==> config.mk <==
export PLATFORM = sky130hd
export DESIGN_NAME = aff_cell
export DESIGN_NICKNAME = d
export VERILOG_FILES = /design/src/rtl/assert_macros.svh /design/src/rtl/aff_pkg.sv /design/src/rtl/aff_cell.sv
export SDC_FILE = /design/constraint.sdc
export NUM_CORES = 1
export LEC_CHECK = 0
export BUFFER_PORTS_ARGS = -buffer_cell sky130_fd_sc_hd__buf_2
export CORE_MARGIN = 5
export CORE_UTILIZATION = 37
export DETAILED_ROUTE_END_ITERATION = 8
export PLACE_DENSITY = 0.77
export SYNTH_ARGS = -nofsm -noshare
export SYNTH_HDL_FRONTEND = slang
export SYNTH_SLANG_ARGS = --single-unit
==> constraint.sdc <==
create_clock -name clock -period 3.1 [get_ports clock]
set_input_delay 0.155 -clock clock [delete_from_list [all_inputs] [get_ports clock]]
set_output_delay 0.155 -clock clock [all_outputs]
set_load 0.01 [all_outputs]
==> src/rtl/assert_macros.svh <==
// Assertion macros used by the top level of the range allocator.
`ifndef ASSERT_MACROS_SVH
`define ASSERT_MACROS_SVH
`ifndef SYNTHESIS
// Checks a property at every rising clock edge outside reset.
`define AFF_ASSERT(lbl, prop, msg) \
   lbl: assert property (@(posedge clock) disable iff (reset) (prop)) else $error(msg);
// Checks that a condition in one cycle is followed by another in the next cycle.
`define AFF_ASSERT_NEXT(lbl, ante, cons, msg) \
   lbl: assert property (@(posedge clock) disable iff (reset) (ante) |=> (cons)) else $error(msg);
`else
`define AFF_ASSERT(lbl, prop, msg)
`define AFF_ASSERT_NEXT(lbl, ante, cons, msg)
`endif
`endif

==> src/rtl/aff_pkg.sv <==
// Shared types and constants of the aligned first-fit range allocator.
package aff_pkg;

   // Field widths of the streaming ports.
   localparam int SIZE_W      = 41;
   localparam int ALIGN_W     = 33;
   localparam int ROFF_W      = 40;
   localparam int ADDR_W      = 64;
   localparam int STATUS_W    = 3;
   localparam int REQ_FIELD_W = SIZE_W + ALIGN_W + ROFF_W;
   localparam int REQ_TDATA_W = ((REQ_FIELD_W + 7) / 8) * 8;
   localparam int REQ_PAD_W   = REQ_TDATA_W - REQ_FIELD_W;
   localparam int RSP_FIELD_W = STATUS_W + ROFF_W + SIZE_W;
   localparam int RSP_TDATA_W = ((RSP_FIELD_W + 7) / 8) * 8;
   localparam int RSP_PAD_W   = RSP_TDATA_W - RSP_FIELD_W;

   // Configuration port.
   localparam int CSR_INDEX_W = 1;
   localparam int CSR_DATA_W  = 64;
   localparam logic [CSR_INDEX_W-1:0] CSR_BASE_ADDRESS = 1'b0;
   localparam logic [CSR_INDEX_W-1:0] CSR_REGION_SIZE  = 1'b1;
   localparam logic [SIZE_W-1:0] REGION_SIZE_RESET = 41'd1048576;

   // Opcodes.
   localparam logic OPC_ALLOCATE = 1'b0;
   localparam logic OPC_RELEASE  = 1'b1;

   // Remainder unit: one quotient bit per cycle.
   localparam int DIV_STEP_W = 6;
   localparam logic [DIV_STEP_W-1:0] DIV_LAST_STEP = 6'd63;

   typedef enum logic [STATUS_W-1:0] {
      ST_OK      = 3'd0,
      ST_BAD_ARG = 3'd1,
      ST_NO_FIT  = 3'd2,
      ST_UNKNOWN = 3'd3,
      ST_FULL    = 3'd4
   } status_type;

   typedef enum logic [4:0] {
      S_IDLE,
      S_CHECK,
      S_A_LOAD,
      S_A_START,
      S_A_WAIT,
      S_A_PAD,
      S_A_CHK,
      S_A_FIT,
      S_A_ROT,
      S_A_DECIDE,
      S_R_READ,
      S_R_CMP,
      S_R_PASS,
      S_R_CALC,
      S_R_DECIDE,
      S_EDIT,
      S_EDIT_B,
      S_COMMIT,
      S_FINISH
   } state_type;

   // Command broadcast to the row of free-range cells.
   typedef struct packed {
      logic pop;
      logic push;
   } cell_cmd_type;

endpackage

==> src/rtl/aff_cell.sv <==
// One cell of the free-range row: holds one (offset, length) entry.
module aff_cell #(
   parameter int OFF_W = 40,
   parameter int LEN_W = 41,
   parameter int CNT_W = 7,
   parameter int IDX   = 0
) (
   input  logic                  clock,
   input  aff_pkg::cell_cmd_type cmd,
   input  logic [CNT_W-1:0]      wpos,
   input  logic [OFF_W-1:0]      new_off,
   input  logic [LEN_W-1:0]      new_len,
   input  logic [OFF_W-1:0]      right_off,
   input  logic [LEN_W-1:0]      right_len,
   output logic [OFF_W-1:0]      off,
   output logic [LEN_W-1:0]      len
);
   logic [OFF_W-1:0] off_ff;
   logic [LEN_W-1:0] len_ff;

   // Load at the write position, otherwise take the right neighbor on a pop.
   always_ff @(posedge clock) begin
      if (cmd.push && (wpos == CNT_W'(IDX))) begin
         off_ff <= new_off;
         len_ff <= new_len;
      end else if (cmd.pop) begin
         off_ff <= right_off;
         len_ff <= right_len;
      end
   end

   assign off = off_ff;
   assign len = len_ff;
endmodule

==> summary.txt, run 1 <==
Run status
  • Outcome: completed

Detailed routing
  • Highest routed layer: met4
  • WL per Instance: ~17 µm
  • Met2 WL: around 4.8 mm
  • Vias: approximately 2500
  • Detailed Route WL: slightly above 9 mm
  • Via/cell ratio: 4.466
  • Drc violations: 0
  • TritonRoute pass-1 iters: 4
  • Metal-1 WL: 3.335 mm
  • Met3 wire len: ~1.1 mm
  • ANT nets after route: 0
  • Initial DRC count: 74

Yosys
  • Sequential area share after synthesis: 68.89%
  • Syn Nets: between 300 and 400
  • Yosys top cell by area: edfxtp_1
  • Synth Instances: approximately 170
  • Register bit total from synthesis: around 80
  • Post-Syn Area: 3531 µm²
  • Synth area leaders: edfxtp_1 69%, mux2_2 23%, mux2_4 3.8%
  • Post-synth cell types: 8
  • Avg Cell Area, Syn: ~20 µm²
  • Post-synth top area share: between 60% and 70%
  • Yosys warns: 0

STA
  • Minimum clock period after layout: 1477 ps
  • Final worst-path cycle share: between 40 and 50%
  • TNS Setup: 0 ps
  • Max Clk Rate: roughly 680 MHz
  • Unrepaired setup endpoints after global routing: false
  • Final Max Tran Viols: 0
  • Final setup fails: 0
  • Worst rel slew slack: 60.70%
  • Setup ws final: 1623 ps
  • Slew @ Worst Pin: between 500 and 600 ps
  • Fin. Hold Viols: 0

Setup path
  • Crit path capture type: flop
  • Crit-path cells: buf_2 > nor4b_4 > nand2_4 > nand2b_4 > buf_12
  • Critical path type: in -> reg
  • Highest fanout seen on the critical path: 42
  • Slowest CP cell: nand2b_4
  • Worst EP arrival: 1510 ps
  • Critical Path Max Stage Delay: 450 ps
  • Crit start category: input port
  • CP delay by family, top: simple AND/OR/NAND/NOR gates
  • Worst EP required: between 3000 and 4000 ps
  • Worst Path Buf+Inv: 2

Global route
  • All-layer global routing usage: approximately 15%
  • Total gr overflow: 0
  • Initial antenna violation count: 0
  • Vias in the first global route: roughly 2600
  • Global-route wire length before repair: around 13 mm
  • Largest net degree at the start of global routing: 49

Floorplanning
  • Die Span Y: ~110 µm
  • I/O Pins: roughly 250
  • Die area: roughly 12000 µm²
  • Initial Utilization: between 30% and 40%
  • Core area: between 9000 and 10000 µm²
  • Die W: 107.7 µm
  • Std-Cell Rows: 35

Clock tree
  • CTS Root Cell: clkbuf_8
  • Post_cts resized: 0
  • TritonCTS clock tree: yes
  • Post CTS Setup Buffer Count: 0
  • Num CTS Buffers: 9
  • Clock Path Buffers: 2
  • H-tree depth: 3
  • Clk slew on worst S/H paths: 90 ps
  • # hold bufs at CTS: 0
  • # clock sinks: just over 80

Min path
  • Hold Path Class: in -> reg

Finish
  • Layout cells sized above 1: between 80% and 90%
  • Post-Layout Cell Count: approximately 570
  • Layout area overhead: 44.93%
  • Fillcell total: approximately 800
  • NumNets Final: 604
  • Final core occ: 55.12%
  • Post-route cell area: a little over 5000 µm²

Place
  • Cells after DPL: 550
  • IO buf count: about 250
  • GP Congestion: between 0.7 and 0.8
  • Pre-CTS setup slack: between 1000 and 1500 ps
  • Placed instance area: roughly 5000 µm²
  • Post-DP HPWL: roughly 7.5 mm

Power and ir drop
  • Leakage: 2.336 nW
  • Pwr dens: about 480 nW/µm²
  • Max VDD drop: 0.2532 mV

Job
  • Max-cap violations: 0
flip-flops by register name, indices dropped and copies added, names as in the netlist:
signal	flops
off	40
len	41
cell usage after synthesis:
cell / instances
nand2b_1: 1
nor4_4: 1
edfxtp_1: 81
mux2_2: 72
buf_6: 8
nand2_4: 1
mux2_4: 9
nor4b_4: 1
area by class of cell:
cell class	instances	area, µm²	share of cell area, %
flip-flops and latches	81	2432	47.53
repair buffers	255	1296	25.33
multi-input cells	85	1016	19.85
well taps	129	161.4	3.154
clock buffers	10	127.6	2.494
clock inverters	5	81.33	1.589
diodes	1	2.502	0.04890
logic make-up after synthesis:
| logic type | share of synthesized area (%) |
|---|---|
| multiplexers | 26.79 |
| buffers and inverters | 2.551 |
| AND/OR/NAND/NOR | 1.772 |
| flip-flops | 68.89 |
path summary, 6_finish.rpt:
kind,from,slack (ps),depth (start not counted),end
worst max-delay path,wpos[5],1620,5,off[35]$_DFFE_PP_
worst min-delay path,right_len[29],100,2,len[29]$_DFFE_PP_
through the flow:
| stage | hold WS [ps] | power (mW) |
|---|---|---|
| 2_1_floorplan | 372.5 | 1.474 |
| 3_3_place_gp | 455.3 | 1.676 |
| 3_5_place_dp | 460.0 | 1.689 |
| 4_1_cts | 81.14 | 2.513 |
| 5_1_grt | 66.19 | 2.585 |
| 6_report | 99.26 | 2.474 |
per-layer routing:
layer / GRT usage (%) / vias to the layer above
met5: 0 / -
met4: 5.320 / 0
met3: 6.359 / 10
met2: 25.71 / 161
met1: 15.90 / 1153
li1: - / 1204
layout by cell type, fill, tap and decap left out, types with 2 or more instances in the layout:
cell type,Yosys,layout
buf_2,0,252
buf_4,0,2
mux2_4,9,9
mux2_2,72,72
clkbuf_8,0,9
bufinv_16,0,2
edfxtp_1,81,81
power breakdown:
group / switching (mW) / internal [mW]
combinational: 0.151 / 0.179
clock: 0.370 / 0.450
sequential: 0.0209 / 1.30
total: 0.542 / 1.93
No activity file was read; power rests on OpenSTA's default activity.
==> run 2: changes to the inputs <==
--- a/config.mk
+++ b/config.mk
@@ -5,11 +5,12 @@
 export SDC_FILE = /design/constraint.sdc
 export NUM_CORES = 1
 export LEC_CHECK = 0
+export ABC_AREA = 1
 export BUFFER_PORTS_ARGS = -buffer_cell sky130_fd_sc_hd__buf_2
 export CORE_MARGIN = 5
-export CORE_UTILIZATION = 37
+export CORE_UTILIZATION = 42
 export DETAILED_ROUTE_END_ITERATION = 8
-export PLACE_DENSITY = 0.77
+export PLACE_DENSITY = 0.8
 export SYNTH_ARGS = -nofsm -noshare
 export SYNTH_HDL_FRONTEND = slang
 export SYNTH_SLANG_ARGS = --single-unit
==> constraint.sdc (replaced) <==
create_clock -name clock -period 1.43 [get_ports clock]
set_input_delay 0.0715 -clock clock [delete_from_list [all_inputs] [get_ports clock]]
set_output_delay 0.0715 -clock clock [all_outputs]
set_load 0.01 [all_outputs]
==> run 2 against run 1 <==
Net effect: synthesized cell count rose by 110%; global-route usage rose by 6.7 points; routed wire length rose by 31%; cell count rose by 37%; critical path depth rose by 2; hold slack got worse by 85 ps; largest cell class unchanged; first-iteration DRC count rose by 120%; sequential power rose by 120%; combinational power rose to 2.7 times the previous value.
==> summary.txt, run 2 <==
Clock tree
  • # clock sinks: between 80 and 90
  • Clk slew on worst S/H paths: roughly 80 ps
  • H-tree depth: 3
  • Clock Path Buffers: 2
  • # hold bufs at CTS: 51
  • Post CTS Setup Buffer Count: 0
  • Post_cts resized: 0
  • TritonCTS clock tree: yes
  • CTS Root Cell: clkbuf_8
  • Num CTS Buffers: 9

Yosys
  • Post-synth cell types: 11
  • XOR/XNOR Fraction of Synth Area: 0%
  • Post-synth top area share: around 64%
  • Simple-gate share of the synthesized area: roughly 29%
  • Complex-gate fraction of the synthesized area: 0%
  • Syn Nets: 536
  • Yosys top cell by area: edfxtp_1
  • Synth area leaders: edfxtp_1 64%, nand2_1 16%, nand3_1 11%
  • Avg Cell Area, Syn: around 10 µm²
  • Most used flip-flop cell after synthesis: edfxtp_1
  • Register bit total from synthesis: 81
  • List of most frequent post-synthesis cells: 164 x nand2_1, 81 x edfxtp_1, 81 x nand3_1, 15 x buf_6, 8 x buf_4
  • Sequential area share after synthesis: approximately 64%
  • Asr flop ratio synth: 0%
  • Yosys warns: 0
  • Post-synth EDFFs: just over 80
  • Largest family of logic cells by synthesized area: simple AND/OR/NAND/NOR gates
  • Post-Synth Adder-Cell Area: 0%
  • Synth Instances: between 300 and 400
  • Mux cell area share after synthesis: 0%
  • Post-Syn Area: about 3800 µm²
  • Count leader, synth: nand2_1

Setup path
  • Crit path launch: wpos[3]
  • CP most frequent cell: nand2_1
  • Crit path capture type: flop
  • Crit start category: input port
  • End of the critical path: len[17]$_DFFE_PP_
  • Worst EP arrival: around 1200 ps
  • Critical path type: in -> reg
  • Crit-path cells: buf_2 > inv_1 > nand2_1 > nor2_8 > buf_4 > nand3_1 > nand2_1
  • Worst EP required: ~1600 ps
  • WP depth: 7
  • Slowest CP cell: buf_4
  • Worst Path Buf+Inv: 3
  • CP delay by family, top: buffers and inverters
  • Critical Path Max Stage Delay: roughly 440 ps
  • Highest fanout seen on the critical path: 50

Detailed routing
  • Via/cell ratio: ~5
  • ANT nets after route: 0
  • WL per Instance: 15.72 µm
  • Initial DRC count: approximately 160
  • Drc violations: 0
  • Vias: approximately 3800
  • Detailed Route WL: about 12 mm
  • TritonRoute pass-1 iters: 4

Finish
  • Post-Layout Cell Count: 776
  • Layout cells sized above 1: 42.66%
  • Largest register FFs: around 40
  • Most common cell after layout, fill and taps aside: buf_2
  • Antenna diodes: 0
  • Layout area overhead: 53.16%
  • NumNets Final: ~840
  • Most frequent cells in the layout: 252 x buf_2, 163 x nand2_1, 81 x nand3_1, 81 x edfxtp_1, 51 x dlygate4sd3_1
  • Final core occ: 66.35%
  • Post-route cell area: 5814 µm²

Floorplanning
  • I/O Pins: around 250
  • Std-Cell Rows: 34
  • Core area: between 8000 and 9000 µm²
  • Die Span Y: between 100 and 150 µm
  • Die area: 11040 µm²
  • Initial Utilization: 43.32%
  • Die W: 105.1 µm

Global route
  • All-layer global routing usage: a little over a fifth
  • Initial antenna violation count: 0
  • Global-route wire length before repair: 19.00 mm
  • Largest net degree at the start of global routing: roughly 80
  • Vias in the first global route: about 4000
  • Total gr overflow: 0

Min path
  • Hold Path Depth: 3
  • Hold Path Class: in -> reg

Power and ir drop
  • Total power: between 5 and 6 mW
  • Leakage: roughly 2.9 nW
  • Pwr dens: 955.1 nW/µm²
  • Max VDD drop: roughly 0.61 mV

STA
  • Final worst-path cycle share: between 70% and 80%
  • Setup ws final: about 400 ps
  • Minimum clock period after layout: 1031 ps
  • Max Clk Rate: 969.9 MHz
  • TNS Setup: 0 ps
  • Unrepaired setup endpoints after global routing: false
  • Worst rel slew slack: between 60 and 70%
  • Fin. Hold Viols: 0
  • Post-Route Hold Slack: ~15 ps
  • Slew @ Worst Pin: about 490 ps
  • Final Max Tran Viols: 0
  • Final setup fails: 0

Place
  • IO buf count: roughly 250
  • Pre-CTS setup slack: 110.3 ps
  • Placed instance area: approximately 5100 µm²
  • Cells after DPL: between 700 and 800
  • Post-DP HPWL: 8.344 mm
  • GP Congestion: 0.7903

Run status
  • Outcome: completed

Job
  • Max-cap violations: 0
## run 2: where the power goes
part	internal, mW	total [mW]	switching (mW)	leakage [nW]
Sequential	2.83	2.88	0.0496	0.793
Combinational	0.453	0.898	0.445	2.03
Clock	0.983	1.78	0.797	0.0995
## run 2: cell type report
class / instances / area, µm²
Clock buffer: 11 / 131.4
Timing Repair Buffer: 312 / 1889
Fill cell: 686 / 2949
Multi-Input combinational cell: 251 / 1116
Tap cell: 108 / 135.1
Clock inverter: 5 / 80.08
Inverter: 8 / 30.03
Sequential cell: 81 / 2432
## run 2: how the worst min path moves through the flow
stage	startpoint	to	slack, ps
2_1_floorplan	right_len[0]	len[0]$_DFFE_PP_	250
3_3_place_gp	right_len[11]	len[11]$_DFFE_PP_	340
3_5_place_dp	right_len[36]	len[36]$_DFFE_PP_	340
4_1_cts	right_off[10]	off[10]$_DFFE_PP_	1
5_1_grt	right_off[25]	off[25]$_DFFE_PP_	4
6_report	right_len[21]	len[21]$_DFFE_PP_	10
## run 2: cell families after synthesis
kind of cell | Yosys count
and+or+nand+nor | 251
DFF | 81
buffers and inverters | 32
## run 2: layer usage
metal / vias to the layer above / global-route usage (%) / share of wire [%]
met5: - / 0 / 0
met4: 0 / 10.05 / 3.7
met3: 42 / 6.350 / 9.0
met2: 215 / 38.26 / 51
met1: 1697 / 23.12 / 36
li1: 1826 / - / -
